**src/rtl/fdr_sqrt_cell.sv**
```systemverilog
// One digit cell of the floor square root chain: one root bit per cell.
// Width constants come from fdr_pkg via the top level; no submodules.
`default_nettype none
module fdr_sqrt_cell #(
  parameter int unsigned RW = 16,
  parameter int unsigned SW = 32
) (
  input  wire logic              clk,
  input  wire logic              rst_n,
  input  wire logic              en,
  input  wire logic              in_valid,
  input  wire logic [RW+1:0]     in_rem,
  input  wire logic [RW-1:0]     in_root,
  input  wire logic [2*RW-1:0]   in_rad,
  input  wire logic [SW-1:0]     in_side,
  output logic                   out_valid,
  output logic [RW+1:0]          out_rem,
  output logic [RW-1:0]          out_root,
  output logic [2*RW-1:0]        out_rad,
  output logic [SW-1:0]          out_side
);
  logic [RW+1:0] rem_sh, trial, rem_nxt;
  logic          ge;

  // bring down two radicand bits, try root*4+1
  always_comb begin
    rem_sh  = {in_rem[RW-1:0], in_rad[2*RW-1 -: 2]};
    trial   = {in_root, 2'b01};
    ge      = (rem_sh >= trial);
    rem_nxt = ge ? (rem_sh - trial) : rem_sh;
  end

  always_ff @(posedge clk) begin
    if (!rst_n) begin
      out_valid <= 1'b0;
    end else if (en) begin
      out_valid <= in_valid;
    end
  end

  always_ff @(posedge clk) begin
    if (en) begin
      out_rem  <= rem_nxt;
      out_root <= {in_root[RW-2:0], ge};
      out_rad  <= {in_rad[2*RW-3:0], 2'b00};
      out_side <= in_side;
    end
  end
endmodule
`default_nettype wire

```
**config.mk**
```make
export PLATFORM = sky130hd
export DESIGN_NAME = fdr_sqrt_cell
export DESIGN_NICKNAME = d
export VERILOG_FILES = /design/src/rtl/fdr_sqrt_cell.sv
export SDC_FILE = /design/constraint.sdc
export NUM_CORES = 1
export LEC_CHECK = 0
export BUFFER_PORTS_ARGS = -buffer_cell sky130_fd_sc_hd__buf_2
export CELL_PAD_IN_SITES_DETAIL_PLACEMENT = 0
export CELL_PAD_IN_SITES_GLOBAL_PLACEMENT = 1
export CORE_MARGIN = 5
export CORE_UTILIZATION = 39
export DETAILED_ROUTE_END_ITERATION = 10
export PLACE_DENSITY_LB_ADDON = 0.05
export SYNTH_ARGS = -nofsm -noshare
export SYNTH_HDL_FRONTEND = slang
export SYNTH_SLANG_ARGS = --single-unit
```
**constraint.sdc**
```tcl
create_clock -name clk -period 4.5 [get_ports clk]
set_input_delay 0.225 -clock clk [delete_from_list [all_inputs] [get_ports clk]]
set_output_delay 0.225 -clock clk [all_outputs]
set_load 0.1 [all_outputs]
```
Word-level counts from Yosys, hierarchy flattened --
Index checks and enable logic that the tools add are counted.
Storage, ports and cells: register bits 97, input bits 102, word-level logic and storage cells 8
Cells by class: $add $sub $neg 1, order comparisons 1, mux-type cells 1
Operators by type and width (count):
- $ge 18x18->1 | 1
- $mux 18 | 1
- $sub 18x18->18 | 1

Longest topological paths before layout --
word-level depth 2, mapped depth 10, depth with buffers taken out 8

Least setup slack after synthesis --
Ideal clock, no wire load.
path kind input to register, start input port in_root[1], end register out_rem[10] (data pin), arrival 1978 ps, slack 2262 ps, stages 9, buffers on the path 1, path through inv_1 ha_1 o211ai_1 a21oi_2 o21ai_2 a21oi_4 a31oi_4 buf_6 mux2_4
On the way: word-level cells in the longest chain between the ends 2, elaborated cells between the ends (all ways) 3
Ends and longest elaborated chain:
- start, declared | RTL line 13 | input wire logic [RW-1:0] in_root,
- $sub 18x18->18 or $ge 18x18->1 (tied branches) | RTL line 30, 29
- $mux 18 (*) | RTL line 30 | rem_nxt = ge ? (rem_sh - trial) : rem_sh;
- net rem_nxt[10] | RTL line 22 | logic [RW+1:0] rem_sh, trial, rem_nxt;
- end signal, assigned | RTL line 43 | out_rem <= rem_nxt;
- end, declared | RTL line 17 | output logic [RW+1:0] out_rem,
The timed path passes the listed nets; every way through them passes the cells marked *. A chain may end at the register's enable or synchronous reset.

Worst setup path after layout --
start input port in_rem[12], end register out_rem[3] (data pin)
On the way: word-level cells in the longest chain between the ends 2
Ends and longest elaborated chain:
- start, declared | RTL line 12 | input wire logic [RW+1:0] in_rem,
- $ge 18x18->1 | RTL line 29 | ge = (rem_sh >= trial);
- $mux 18 | RTL line 30
- net rem_nxt[3] | RTL line 22
The timed path passes the listed nets, and every way through them passes these cells.

==> flow_summary.yaml <==
outcome:
  status: "finished, final reports clean"
yosys:
  synth-edff-count: 96
  yosysTopAreaCell: "edfxtp_1"
  synth_top_cell_area_share_pct: 68.2
  avgSynthCellArea_um2: 15.6
  yosys_warnings: 0
  ys.flop_type: "edfxtp_1"
  ys_ff_latch: 97
  ys_seq_area_share_pct: 68.7
  ys_types: 47
  postSynthCellCount: 271
  synthTopCellsByArea: "edfxtp_1 68%, ha_1 5.3%, mux2_4 2.5%"
  synthArstFlopShare_pct: 0
  syn-cell-area_um2: 4220
hold_path:
  hold_class: "in2reg"
  holdPathStages: 1
  holdPathEnd: "out_side[12]"
  min_from: "in_side[12]"
setup_path:
  reg2regPathDepth: 2
  cp-end-kind: "flop"
  startpoint_type: "input port"
  crit_required_ns: 4.63
  cp_max_fo: 18
  arrival_ns: 2.53
  r2r-start: "out_valid"
  ff2ff_setup_slack_ns: 3.91
  rr_endpoint: "out_valid"
  path_class: "in2reg"
routing:
  drt_iter0_markers: 112
  drt_wl_total_mm: 10.0
  ant_nets: 0
  viasPerCell: 4.76
  wl_per_cell_um: 15.7
  drc: 0
  dr.pass1.iters: 4
  vias: 3040
finish:
  multi_input_area_um2: 1200
  fin_nets: 614
  layout-drive-gt1-share_pct: 48.5
  final_area_um2: 5750
  nFillCells: 978
  regArea_um2: 2900
  diodes: 0
  layout_commonest_cell: "buf_2"
  syn_to_final_growth_pct: 36.2
  layout_common_cells: "195 x buf_2, 96 x edfxtp_1, 23 x inv_1"
global_route:
  grt_pass1_wl_mm: 14.9
  overflow: 0
  grt_use_total_pct: 14.9
  grt_pass1_vias: 3029
  antenna_found_initial: 0
  grt_max_degree: 59
clock_network:
  root_buffer: "clkbuf_8"
  clock_latency_ns: 0.36
  cts_tree: "yes"
  cts_made_buffers: 9
  clkTransAtPathRegs_ns: 0.11
  clockBufferDepth: 2
  postCtsResizedCells: 0
  clkSinkCount: 97
  htree_levels: 3
timing:
  holdWs_ns: 0.0225
  report.final.setup_viol: 0
  layout_min_cycle_time_ns: 2.40
  drv_slew: 0
  worstMarginPinSlew_ns: 0.823
  tns_ns: 0
  fmax_ghz: 0.417
  final_hold_viol_count: 0
  period_share_pct: 53.3
  finClkSkew_ns: 0
  rsz0062_at_grt: "no"
  maxSlewHeadroom_pct: 45.1
floorplan:
  row_count: 38
  fp.dieArea_um2: 13000
  die_w_um: 114
  die_h_um: 114
  coreArea_um2: 10700
  io_pins: 201
  initial_core_util_pct: 39.3
run:
  drv_cap: 0
place:
  place.gp.congestion: 0.779
  postPlaceCellArea_um2: 5350
  dp_hpwl_mm: 7.65
  portBuffers: 196
power:
  p_per_area_nw_per_um2: 462
  ir_worst_vdd_uv: 224
  p_leak_nw: 2.54
## worst max-delay path, cell delays in order
cell	delay, ns
buf_2	0.11
ha_1	0.43
nand3_2	0.17
nor3_2	0.06
a221oi_2	0.31
o21ai_4	0.12
a31oi_4	0.67
mux2_2	0.41
## worst max path at each step
stage	from	end	slack [ns]	cells after the start
after floorplan	in_root[1]	out_rem[10]	2.26	9
after global placement	in_root[3]	out_rem[4]	1.69	9
after detailed placement	in_root[3]	out_rem[3]	1.66	9
after CTS	in_root[3]	out_rem[7]	2.08	9
after global routing	in_root[3]	out_rem[7]	1.94	9
final	in_rem[12]	out_rem[3]	2.10	8
## synth_stat cells, types with 2 or more instances
master and number:
a211oi_1 2, a21o_1 3, a21oi_1 12, a21oi_2 4
a31oi_1 3, and4_1 3, buf_4 2, buf_6 2
edfxtp_1 96, ha_1 18, inv_1 23, mux2_2 9
mux2_4 7, mux2i_1 2, nand2_1 10, nand2b_1 3
nand3_1 3, nor2_1 13, nor2b_1 2, nor3_1 5
o2111ai_1 2, o211ai_1 2, o21a_1 2, o21ai_0 9
xnor2_1 7, xor2_1 6
## where the power goes
group	internal, mW	switching (mW)	total (mW)
Sequential	1.09	0.0169	1.11
Clock	0.268	0.331	0.599
Combinational	0.187	0.768	0.955
Total	1.54	1.12	2.66
## metrics by stage
step	power [mW]	setup WS [ns]	std cells	util (%)
floorplan	1.91	2.26	272	-
global placement	2.07	1.69	604	49.8
detailed placement	2.07	1.66	604	49.8
CTS	2.69	2.08	634	53.1
global route	2.77	1.94	639	53.5
finish	2.66	2.10	639	53.5
## cell families after synthesis
family | count (synthesis) | share of synthesized area (%)
flops | 97 | 68.7
compound gates | 51 | 9.03
simple gates | 45 | 5.72
buf+inv | 28 | 3.05
fa+ha+maj | 18 | 5.33
mux | 18 | 5.36
xor+xnor | 13 | 2.70
other cells | 1 | 0.0888
## metal layers
layer  vias up  share of wire (%)  GRT usage [%]
met4         0                2.4           6.73
met5         -                  0              0
li1       1468                  -              -
met1      1434                 41           18.0
met3        19                7.5           3.70
met2       119                 49           25.2
## area by class of cell
cell class                      instances  share of cell area (%)
Sequential cell                        97                    50.5
Multi-Input combinational cell        147                    20.8
Timing Repair Buffer                  216                    20.5
Tap cell                              140                    3.05
Clock buffer                            9                    2.15
Clock inverter                          7                    1.50
Inverter                               23                    1.50
## timing repair
item / in CTS / in global routing
endpoints found under the setup margin: 0 / 0
endpoints found under the hold margin: 14 / 5
hold buffers: 14 / 5
setup buffers: 0 / 0
## sequential cells by signal, summed over array words and instances (netlist names)
register,count
out_valid,1
out_side,32
out_root,16
out_rad,30
out_rem,18
(Power assumes the default switching activity.)
