[src/rtl/fdr_div_cell.sv]
// One cell of the restoring divider chain: one quotient bit per cell.
// Widths set by the top level from fdr_pkg; no submodules.
`default_nettype none
module fdr_div_cell #(
  parameter int unsigned DW    = 46,
  parameter int unsigned QW    = 17,
  parameter int unsigned SW    = 1,
  parameter bit          FIRST = 1'b0
) (
  input  wire logic           clk,
  input  wire logic           rst_n,
  input  wire logic           en,
  input  wire logic           in_valid,
  input  wire logic [DW-1:0]  in_rem,
  input  wire logic [DW-1:0]  in_den,
  input  wire logic [QW-1:0]  in_q,
  input  wire logic [SW-1:0]  in_side,
  output logic                out_valid,
  output logic [DW-1:0]       out_rem,
  output logic [DW-1:0]       out_den,
  output logic [QW-1:0]       out_q,
  output logic [SW-1:0]       out_side
);
  logic [DW:0] r_sh, r_sub;
  logic        ge;

  // first cell compares the raw remainder, later cells double it
  generate
    if (FIRST) begin : g_first
      assign r_sh = {1'b0, in_rem};
    end else begin : g_next
      assign r_sh = {in_rem, 1'b0};
    end
  endgenerate

  always_comb begin
    ge    = (r_sh >= {1'b0, in_den});
    r_sub = ge ? (r_sh - {1'b0, in_den}) : r_sh;
  end

  always_ff @(posedge clk) begin
    if (!rst_n) begin
      out_valid <= 1'b0;
    end else if (en) begin
      out_valid <= in_valid;
    end
  end

  always_ff @(posedge clk) begin
    if (en) begin
      out_rem  <= r_sub[DW-1:0];
      out_den  <= in_den;
      out_q    <= {in_q[QW-2:0], ge};
      out_side <= in_side;
    end
  end
endmodule
`default_nettype wire

[config.mk]
export PLATFORM = sky130hd
export DESIGN_NAME = fdr_div_cell
export DESIGN_NICKNAME = d
export VERILOG_FILES = /design/src/rtl/fdr_div_cell.sv
export SDC_FILE = /design/constraint.sdc
export NUM_CORES = 1
export LEC_CHECK = 0
export BUFFER_PORTS_ARGS = -buffer_cell sky130_fd_sc_hd__buf_2
export CAP_MARGIN = 40
export CORE_MARGIN = 2
export CORE_UTILIZATION = 51
export DETAILED_ROUTE_END_ITERATION = 10
export PLACE_DENSITY = 0.81
export SLEW_MARGIN = 20
export SYNTH_ARGS = -nofsm -noshare
export SYNTH_HDL_FRONTEND = slang
export SYNTH_SLANG_ARGS = --single-unit
[constraint.sdc]
create_clock -name clk -period 3.25 [get_ports clk]
set_input_delay 0.1625 -clock clk [delete_from_list [all_inputs] [get_ports clk]]
set_output_delay 0.1625 -clock clk [all_outputs]
set_load 0.1 [all_outputs]
* Word level (Yosys, flattened, before mapping)
Cells that the tools add are included.
Widths: inputs -> output; s select.
** Operators by class
- Add/subtract/negate cells :: 1
- Magnitude comparators :: 1
- Muxes and demuxes :: 1
** Operator list (count)
- $ge 47x46->1 :: 1
- $mux 46 :: 1
- $sub 46x46->46 :: 1
** Storage, ports and cells
- Flip-flop bits (word level) :: 111
- Bits of input ports :: 114
- Output and inout port bits :: 111
- Logic and storage cells :: 9

* Longest topological paths before layout
Gate-level depths: netlist of run 1.
- Depth in word-level cells :: 2
- Depth in mapped cells :: 14
- Mapped depth without buffers :: 12

* Least setup slack after synthesis of run 1
OpenSTA, ideal clock, no wires.
- Path type :: input to register
- From :: input in_den[0]
- To :: register out_rem[38] (data pin)
- Setup time :: 0.258 ns
- Data arrival time :: 2.510 ns
- Required time :: 2.992 ns
- Setup slack :: 0.482 ns
- Stages :: 11
- Buffers on the path :: 0
- Path through :: inv_1 > fa_1 > a21o_1 > a311o_1 > nor3b_4 > a2111oi_2 > nor2_2 > a221oi_4 > o21bai_1 > xnor2_1 > o21ai_1
** Between the ends
- Word-level cells in the longest chain between the ends :: 2
- Elaborated cells between the ends (all ways) :: 3
- Those cells by class :: add/sub (1); order compare (1); mux (1)
** Ends and longest elaborated chain
- start: declaration :: line 15 : input wire logic [DW-1:0] in_den,
- $sub 46x46->46 / $ge 47x46->1 (equally long branches) :: line 38, 37
- $mux 46 * :: line 38 : r_sub = ge ? (r_sh - {1'b0, in_den}) : r_sh;
- named net r_sub[38] :: line 24 : logic [DW:0] r_sh, r_sub;
- end signal: assignment :: line 51 : out_rem <= r_sub[DW-1:0];
- end: declaration :: line 19 : output logic [DW-1:0] out_rem,
The timed path passes the listed nets; every way through them passes the cells marked *.
A chain may end at the register's enable or synchronous reset.

* Worst setup path in the final report of run 1
- From :: input in_den[9]
- To :: register out_rem[36] (data pin)
The elaborated chain is that of the path after synthesis.

==> impl_metrics.yaml, run 1 <==
outcome:
  status: "complete, no violations"
timing:
  timing.max_slew.rel_slack_pct: 50.2
  worst_slew_pin_slew_ps: 747
  finalCritPeriodShare_pct: 96.0
  min_period_ps: 3120
  setup_violations: 0
  drv_slew: 0
  clock_skew_ps: 0
  rsz0062_at_grt: "yes"
  setup_ws_ps: 131
  hold_viol: 0
  holdWs_ps: 3.41
  max_freq_mhz: 321
worst_setup_path:
  cpPeakStageDelay_ps: 520
  cp_data_arrival_time_ps: 3230
  cp_slowest_cell: "dlygate4sd3_1"
  rr_worst_depth: 2
  r2r_end: "out_valid"
  cp_max_fo: 5
  critPathKind: "in -> reg"
  required_ps: 3360
  r2r_setup_slack_ps: 2660
  end_kind: "flip-flop"
  path_cells: "dlygate4sd3_1, buf_2, inv_1, ha_1, a21oi_1, o21ai_0, o2bb2ai_1, a21o_1, a211oi_1, o21ai_1, a21oi_1, xor2_1, o21ai_1"
  crit_path_start_kind: "primary input"
  reg2reg_from: "out_valid"
routing:
  vias: 5857
  drc_errors: 0
  drtAntennaViolNets: 0
  dr.pass1.iters: 5
  drtIter0Drc: 365
  vias_per_cell: 5.32
  finalWirelength_um: 16900
  routedWlPerCell_um: 15.3
die:
  die_x_um: 118
  die-area_mm2: 0.0138
  ios: 225
  fp-row-count: 41
  die_y_um: 118
  start_util_pct: 52.2
  core_mm2: 0.0126
logic_synthesis:
  syn_inst: 649
  ys_seq_area_share_pct: 50.4
  avgSynthCellArea_um2: 10.2
  synth-edff-count: 110
  yosysTopAreaCell: "edfxtp_1"
  synth_nets: 810
  synth_area_leaders: "edfxtp_1 (50%), ha_1 (8.7%), nand2_1 (4.8%)"
  synth.distinct_cells: 59
  synth_area_mm2: 0.00659
  ys_ff_latch: 111
  synthDominantCellAreaShare_pct: 50.1
  synth-warning-count: 0
  synthArstFlopShare_pct: 0
  yosysMostFrequentCell: "edfxtp_1"
  ys_top_cells_by_count: "edfxtp_1 (110), nand2_1 (84), inv_1 (58), a21oi_1 (54), o21ai_1 (47)"
  synth_ff_type: "edfxtp_1"
finish:
  stdcell_count: 1101
  utilization_pct: 69.8
  drive_gt1_share_pct: 28.6
  syn2layout_area_growth_pct: 33.6
  nets: 1084
  nFillCells: 1017
placed_design:
  dpl.cell_count: 1027
  place_hpwl_um: 12300
  io_buffer_count: 223
  preCtsSetupSlack_ps: -24.0
  place.gp.congestion: 0.874
power_and_ir_drop:
  power_frac_comb_pct: 43.7
  switchingPower_mw: 2.32
  p_per_area_mw_per_mm2: 582
  internal-power_mw: 2.80
  clkPwrFrac_pct: 21.0
  peakVddDrop_v: 0.000284
  swShare_pct: 45.3
  pwr-share-seq_pct: 35.3
  leakagePower_nw: 3.91
min_path:
  min_to: "out_den[26]"
  whs_path_depth: 1
  hp-class: "in -> reg"
  hold_start: "in_den[26]"
global_route:
  grt_pass1_vias: 5730
  grt_start_max_net_pins: 57
  grtUsageTotal_pct: 24.6
  grt_pass1_wl_um: 27300
  overflow: 0
  antenna_found_initial: 1
clock_network:
  path_clk_slew_ps: 70
  h-tree-depth: 3
  cts_tree: "done"
  clock_latency_ps: 360
  cts_root_buf: "clkbuf_16"
  cts.sinks: 111
  numCtsBuffers: 9
  clk_path_buf_depth: 2
run:
  cap_violations: 0
## placed cells by master (no fill, tap or decap), drive strengths merged, types with 5 or more instances in the layout
master / count
buf: 233
edfxtp: 110
nand2: 84
o21ai: 68
inv: 63
dlygate4sd3: 56
a21oi: 54
ha: 46
nor2: 33
xnor2: 20
xor2: 19
nand4: 13
nor3: 13
a21o: 12
nand3: 12
clkbuf: 9
o21bai: 8
o31ai: 6
nand2b: 6
a211oi: 6
a31oi: 6
o21a: 5
## layer usage
layer / GRT usage [%] / part of all wire (%) / vias up
li1: - / - / 2898
met1: 30.5 / 42 / 2705
met2: 41.9 / 49 / 214
met3: 5.09 / 6.6 / 40
met4: 10.1 / 2.9 / 0
met5: 0 / 0 / -
## what timing repair did
| item | CTS | global route |
|---|---|---|
| gates resized for setup | 0 | 8 |
| buffers inserted | 0 | 1 |
| endpoints found under the setup margin | 0 | 6 |
| hold buffers | 56 | 0 |
| endpoints found under the hold margin | 56 | 0 |
## cell type report
class	instances	area [um2]	share of cell area (%)
Sequential cell	111	3320	37.7
Multi-Input combinational cell	453	2970	33.7
Timing Repair Buffer	289	1790	20.3
Clock buffer	9	225	2.56
Inverter	59	221	2.51
Tap cell	172	215	2.44
Clock inverter	7	55.1	0.625
Antenna cell	1	2.50	0.0284
## state kept, by name, summed over array words and instances (netlist names)
signal	count
out_q	17
out_side	1
out_den	46
out_rem	46
out_valid	1
## kinds of logic after synthesis
family / share of synthesized area, %
flip-flops: 50.4
buffers and inverters: 5.20
AND/OR/NAND/NOR: 12.1
adder cells (fa/ha/maj): 9.04
AO/OA/AOI/OAI: 17.5
XOR/XNOR: 5.18
multiplexers: 0.475
## how the worst max path moves through the flow
stage / start / endpoint / depth (start not counted)
3_3_place_gp: in_den[0] / out_rem[38] / 12
2_1_floorplan: in_den[0] / out_rem[38] / 11
4_1_cts: in_den[9] / out_rem[38] / 13
6_report: in_den[9] / out_rem[36] / 13
5_1_grt: in_den[9] / out_rem[38] / 13
3_5_place_dp: in_den[0] / out_rem[38] / 12
## power groups by stage
| stage | clock (mW) | combinational [mW] | sequential, mW |
|---|---|---|---|
| after floorplan | 0 | 0.578 | 3.02 |
| after global placement | 0 | 2.14 | 1.84 |
| after detailed placement | 0 | 2.16 | 1.84 |
| after CTS | 1.09 | 2.22 | 1.81 |
| after global routing | 1.13 | 2.36 | 1.83 |
| final | 1.08 | 2.24 | 1.81 |
## worst max-delay path: cells and delay by family
kind,cells,cell delay [ps]
xor gates and xnor gates,1,170
AOI/OAI and AO/OA,8,1850
adders and majority gates,1,360
buffers and inverters,3,670
## through the flow
step           power, mW  TNS [ps]  cell area (um2)
6_report            5.13         0             8810
5_1_grt             5.32     -43.8             8810
4_1_cts             5.13         0             8750
3_5_place_dp        4.01     -24.0             7910
3_3_place_gp        3.98         0             7910
2_1_floorplan       3.60         0             6590
Power figures use the tool's default switching activity.
==> run 2: changes to the inputs <==
--- a/config.mk
+++ b/config.mk
@@ -7,7 +7,6 @@
 export LEC_CHECK = 0
 export BUFFER_PORTS_ARGS = -buffer_cell sky130_fd_sc_hd__buf_2
 export CAP_MARGIN = 40
-export CORE_MARGIN = 2
 export CORE_UTILIZATION = 51
 export DETAILED_ROUTE_END_ITERATION = 10
 export PLACE_DENSITY = 0.81
==> impl_metrics.yaml, run 2 (synthesis gave the netlist of run 1 again) <==
outcome:
  status: "complete, no violations"
power_and_ir_drop:
  switchingPower_mw: 2.32
  internal-power_mw: 2.88
  leakagePower_nw: 3.94
  peakVddDrop_v: 0.000328
  swShare_pct: 44.6
  power_frac_comb_pct: 43.0
  clkPwrFrac_pct: 22.1
  power.total_mw: 5.19
  p_per_area_mw_per_mm2: 585
  pwr-share-seq_pct: 34.9
placed_design:
  place_area_mm2: 0.00788
  place.gp.congestion: 0.875
  dpl.cell_count: 1027
  preCtsSetupSlack_ps: -13.1
  io_buffer_count: 223
  place_hpwl_um: 12000
timing:
  setup_violations: 0
  setup_ws_ps: 166
  holdWs_ps: 6.23
  max_freq_mhz: 324
  clock_skew_ps: 0
  worst_slew_pin_slew_ps: 796
  finalSetupTns_ps: 0
  hold_viol: 0
  finalCritPeriodShare_pct: 94.9
  drv_slew: 0
  min_period_ps: 3080
  timing.max_slew.rel_slack_pct: 46.9
worst_setup_path:
  cp_max_fo: 7
  worst-path-stages: 13
  critPathKind: "in -> reg"
  rr_worst_depth: 2
  reg2reg_from: "out_valid"
  cp_slowest_cell: "dlygate4sd3_1"
  cpPeakStageDelay_ps: 530
  required_ps: 3360
  crit_buf_inv: 3
  path_cells: "dlygate4sd3_1, buf_2, inv_1, ha_2, a21o_1, a311o_1, nor3b_4, a2111oi_4, nor2_2, a221oi_4, o31ai_1, xnor2_1, o21ai_1"
  r2r_setup_slack_ps: 2650
  cp_data_arrival_time_ps: 3190
  end_kind: "flip-flop"
  crit_path_start_kind: "primary input"
  crit_family: "compound AO/OA/AOI/OAI gates"
  r2r_end: "out_valid"
routing:
  routedWlPerCell_um: 14.9
  drtIter0Drc: 448
  drtAntennaViolNets: 0
  drc_errors: 0
  finalWirelength_um: 16500
  vias_per_cell: 5.27
  vias: 5825
  dr.pass1.iters: 5
min_path:
  whs_path_depth: 1
  hp-class: "in -> reg"
  hold_start: "in_den[39]"
  min_to: "out_den[39]"
finish:
  nets: 1090
  utilization_pct: 70.3
  drive_gt1_share_pct: 28.5
  reg.largest.list: "out_den: 46 flops, out_rem: 46 flops, out_q: 17 flops"
  final_cell_mix: "buf_2 (222), edfxtp_1 (110), nand2_1 (83)"
  stdcell_count: 1106
  syn2layout_area_growth_pct: 34.7
  finish.instance_area_mm2: 0.00888
  layout_commonest_cell: "buf_2"
  diodes: 0
clock_network:
  cts_setup_buffers: 0
  clock_latency_ps: 360
  numCtsBuffers: 9
  cts_root_buf: "clkbuf_16"
  h-tree-depth: 3
  clk_path_buf_depth: 2
  path_clk_slew_ps: 70
  cts_tree: "done"
  cts.sinks: 111
die:
  die-area_mm2: 0.0134
  core_mm2: 0.0126
  ios: 225
  die_y_um: 116
  fp-row-count: 41
  start_util_pct: 52.2
  die_x_um: 116
global_route:
  grt_pass1_wl_um: 25500
  antenna_found_initial: 0
  grt_pass1_vias: 5514
  grt_start_max_net_pins: 59
  overflow: 0
  grtUsageTotal_pct: 24.9
run:
  cap_violations: 0
## run 2: cell types whose count changed in the layout (fill, tap and decap cells not counted), moves of 2 or more
cell / delta
clkinv_4: +2
buf_12: -2
dlygate4sd3_1: +7
buf_6: +2
## run 2: how the worst max path moves through the flow
stage / start / endpoint / slack, ps
after floorplan: in_den[0] / out_rem[38] / 480
after global placement: in_den[0] / out_rem[38] / 70
final: in_den[4] / out_rem[40] / 170
after detailed placement: in_den[0] / out_rem[38] / -10
after CTS: in_den[4] / out_rem[38] / 30
after global routing: in_den[6] / out_rem[33] / -0.02
## run 2: per-layer routing
metal	up-vias	wire [um]	track usage [%]	share of wire, %
met5	-	0	0	0
met3	25	1020	6.17	6.2
li1	2918	-	-	-
met1	2694	7090	30.8	43
met4	0	283	9.23	1.7
met2	188	8120	42.3	49
## run 2: repair_timing
action,4_1_cts,5_1_grt
resized for setup,0,12
setup endpoints to repair,0,40
hold endpoints to repair,62,1
hold buffers,62,1
## run 2: power by group through the flow
stage               Clock (mW)  Sequential [mW]  Combinational [mW]
floorplan                    0             3.02               0.578
global placement             0             1.84                2.13
detailed placement           0             1.84                2.15
CTS                       1.16             1.81                2.21
global route              1.20             1.83                2.36
finish                    1.15             1.81                2.23
## run 2: area by class of cell
cell class / instances / area, um2
timing repair buffer: 295 / 1840
inverter: 59 / 221
tap: 172 / 215
clock buffer: 9 / 225
multi-input combinational: 453 / 2980
clock inverter: 7 / 78.8
sequential: 111 / 3320
fill: 961 / 3740
==> run 3: changes to the inputs <==
--- a/config.mk
+++ b/config.mk
@@ -10,6 +10,7 @@
 export CORE_UTILIZATION = 51
 export DETAILED_ROUTE_END_ITERATION = 10
 export PLACE_DENSITY = 0.81
+export RECOVER_POWER = 100
 export SLEW_MARGIN = 20
 export SYNTH_ARGS = -nofsm -noshare
 export SYNTH_HDL_FRONTEND = slang
==> impl_metrics.yaml, run 3 (synthesis gave the netlist of run 1 again) <==
timing:
  max_freq_mhz: 324
  worst_slew_pin_slew_ps: 1520
  clock_skew_ps: 0
  hold_viol: 0
  rsz0062_at_grt: "no"
  setup_violations: 0
  setup_ws_ps: 166
  timing.max_slew.rel_slack_pct: -1.48
  min_period_ps: 3080
  drv_slew: 59
  holdWs_ps: 53.0
  finalCritPeriodShare_pct: 94.9
die:
  die_x_um: 116
  ios: 225
  core_mm2: 0.0126
  start_util_pct: 52.2
  die-area_mm2: 0.0134
  fp-row-count: 41
  die_y_um: 116
routing:
  routedWlPerCell_um: 15.0
  vias_per_cell: 5.30
  dr.pass1.iters: 5
  drtIter0Drc: 524
  vias: 5860
  finalWirelength_um: 16600
  drc_errors: 0
  drtAntennaViolNets: 0
global_route:
  grt_pass1_wl_um: 25500
  grtUsageTotal_pct: 24.9
  grt_pass1_vias: 5514
  overflow: 0
  antenna_found_initial: 0
  grt_start_max_net_pins: 59
outcome:
  violations: "max-capacitance violations, max-slew violations"
  status: "complete, but fails checks"
clock_network:
  h-tree-depth: 3
  clock_latency_ps: 360
  cts.sinks: 111
  clk_path_buf_depth: 2
  cts_tree: "done"
  path_clk_slew_ps: 70
  numCtsBuffers: 9
  cts_root_buf: "clkbuf_16"
  cts_setup_buffers: 0
finish:
  drive_gt1_share_pct: 13.3
  finish.instance_area_mm2: 0.00868
  final_cell_mix: "clkbuf_1 (142), edfxtp_1 (110), nand2_1 (83)"
  layout_commonest_cell: "clkbuf_1"
  nets: 1090
  reg.largest.list: "out_den: 46 flops, out_rem: 46 flops, out_q: 17 flops"
  syn2layout_area_growth_pct: 31.7
  diodes: 0
worst_setup_path:
  crit_path_start_kind: "primary input"
  critPathKind: "in -> reg"
  path_cells: "dlygate4sd3_1, buf_2, inv_1, ha_2, a21o_1, a311o_1, nor3b_4, a2111oi_4, nor2_2, a221oi_4, o31ai_1, xnor2_1, o21ai_1"
  cp_max_fo: 7
  end_kind: "flip-flop"
  cp_data_arrival_time_ps: 3190
  required_ps: 3360
  cp_slowest_cell: "dlygate4sd3_1"
  cpPeakStageDelay_ps: 530
placed_design:
  io_buffer_count: 223
  place_area_mm2: 0.00788
  preCtsSetupSlack_ps: -13.1
  place_hpwl_um: 12000
  place.gp.congestion: 0.875
power_and_ir_drop:
  p_per_area_mw_per_mm2: 592
  peakVddDrop_v: 0.000332
  power.total_mw: 5.14
  leakagePower_nw: 3.54
min_path:
  hp-class: "in -> reg"
run:
  cap_violations: 1
==> run 3: changes by cell type in the layout (fill, tap and decap cells not counted), moves of 2 or more <==
| cell | change |
|---|---|
| buf_2 | -142 |
| clkbuf_1 | +142 |
| o21ai_0 | +23 |
| o21ai_1 | -23 |
| clkbuf_2 | +3 |
| buf_4 | -2 |
==> run 3: repair_timing <==
item,in CTS,in global routing
endpoints found under the setup margin,0,40
hold endpoints to repair,62,1
gates resized for setup,0,12
hold buffers,62,1
==> run 3: worst paths after layout <==
check	startpoint	end	slack, ps	cells past startpoint
worst max-delay path	in_den[4]	out_rem[40]	170	13
worst min-delay path	in_den[39]	out_den[39]	50	1
worst max register to register	out_valid	out_valid	2640	2
worst min register to register	out_valid	out_valid	530	2
==> run 3: through the flow <==
| step | cells | util, % | TNS (ps) |
|---|---|---|---|
| 6_report | 1106 | 68.8 | 0 |
| 2_1_floorplan | 649 | - | 0 |
| 3_5_place_dp | 1027 | 62.5 | -13.1 |
| 5_1_grt | 1106 | 68.8 | 0 |
| 4_1_cts | 1105 | 69.8 | 0 |
| 3_3_place_gp | 1027 | 62.5 | 0 |
==> run 3: worst max-delay path: cells and delay by family <==
| family | cells | cell delay, ps |
|---|---|---|
| compound gates | 6 | 1550 |
| xor+xnor | 1 | 160 |
| fa+ha+maj | 1 | 310 |
| buf+inv | 3 | 700 |
| simple gates | 2 | 300 |
==> run 3: routing by layer <==
layer	routed length [um]	track usage [%]
met1	7090	30.8
met5	0	0
met4	308	9.23
met2	8140	42.3
met3	1060	6.17
==> run 3: where the power goes <==
group | total [mW] | switching (mW) | leakage (nW) | internal [mW]
Combinational | 2.17 | 1.74 | 2.30 | 0.436
Clock | 1.15 | 0.541 | 0.151 | 0.608
Sequential | 1.82 | 0.0407 | 1.08 | 1.78
Total | 5.14 | 2.32 | 3.54 | 2.82
==> run 3: cell type report <==
type / instances / area (um2)
Tap cell: 172 / 215
Timing Repair Buffer: 295 / 1640
Clock inverter: 7 / 78.8
Fill cell: 1048 / 3940
Clock buffer: 9 / 225
Multi-Input combinational cell: 453 / 2980
Inverter: 59 / 221
Sequential cell: 111 / 3320
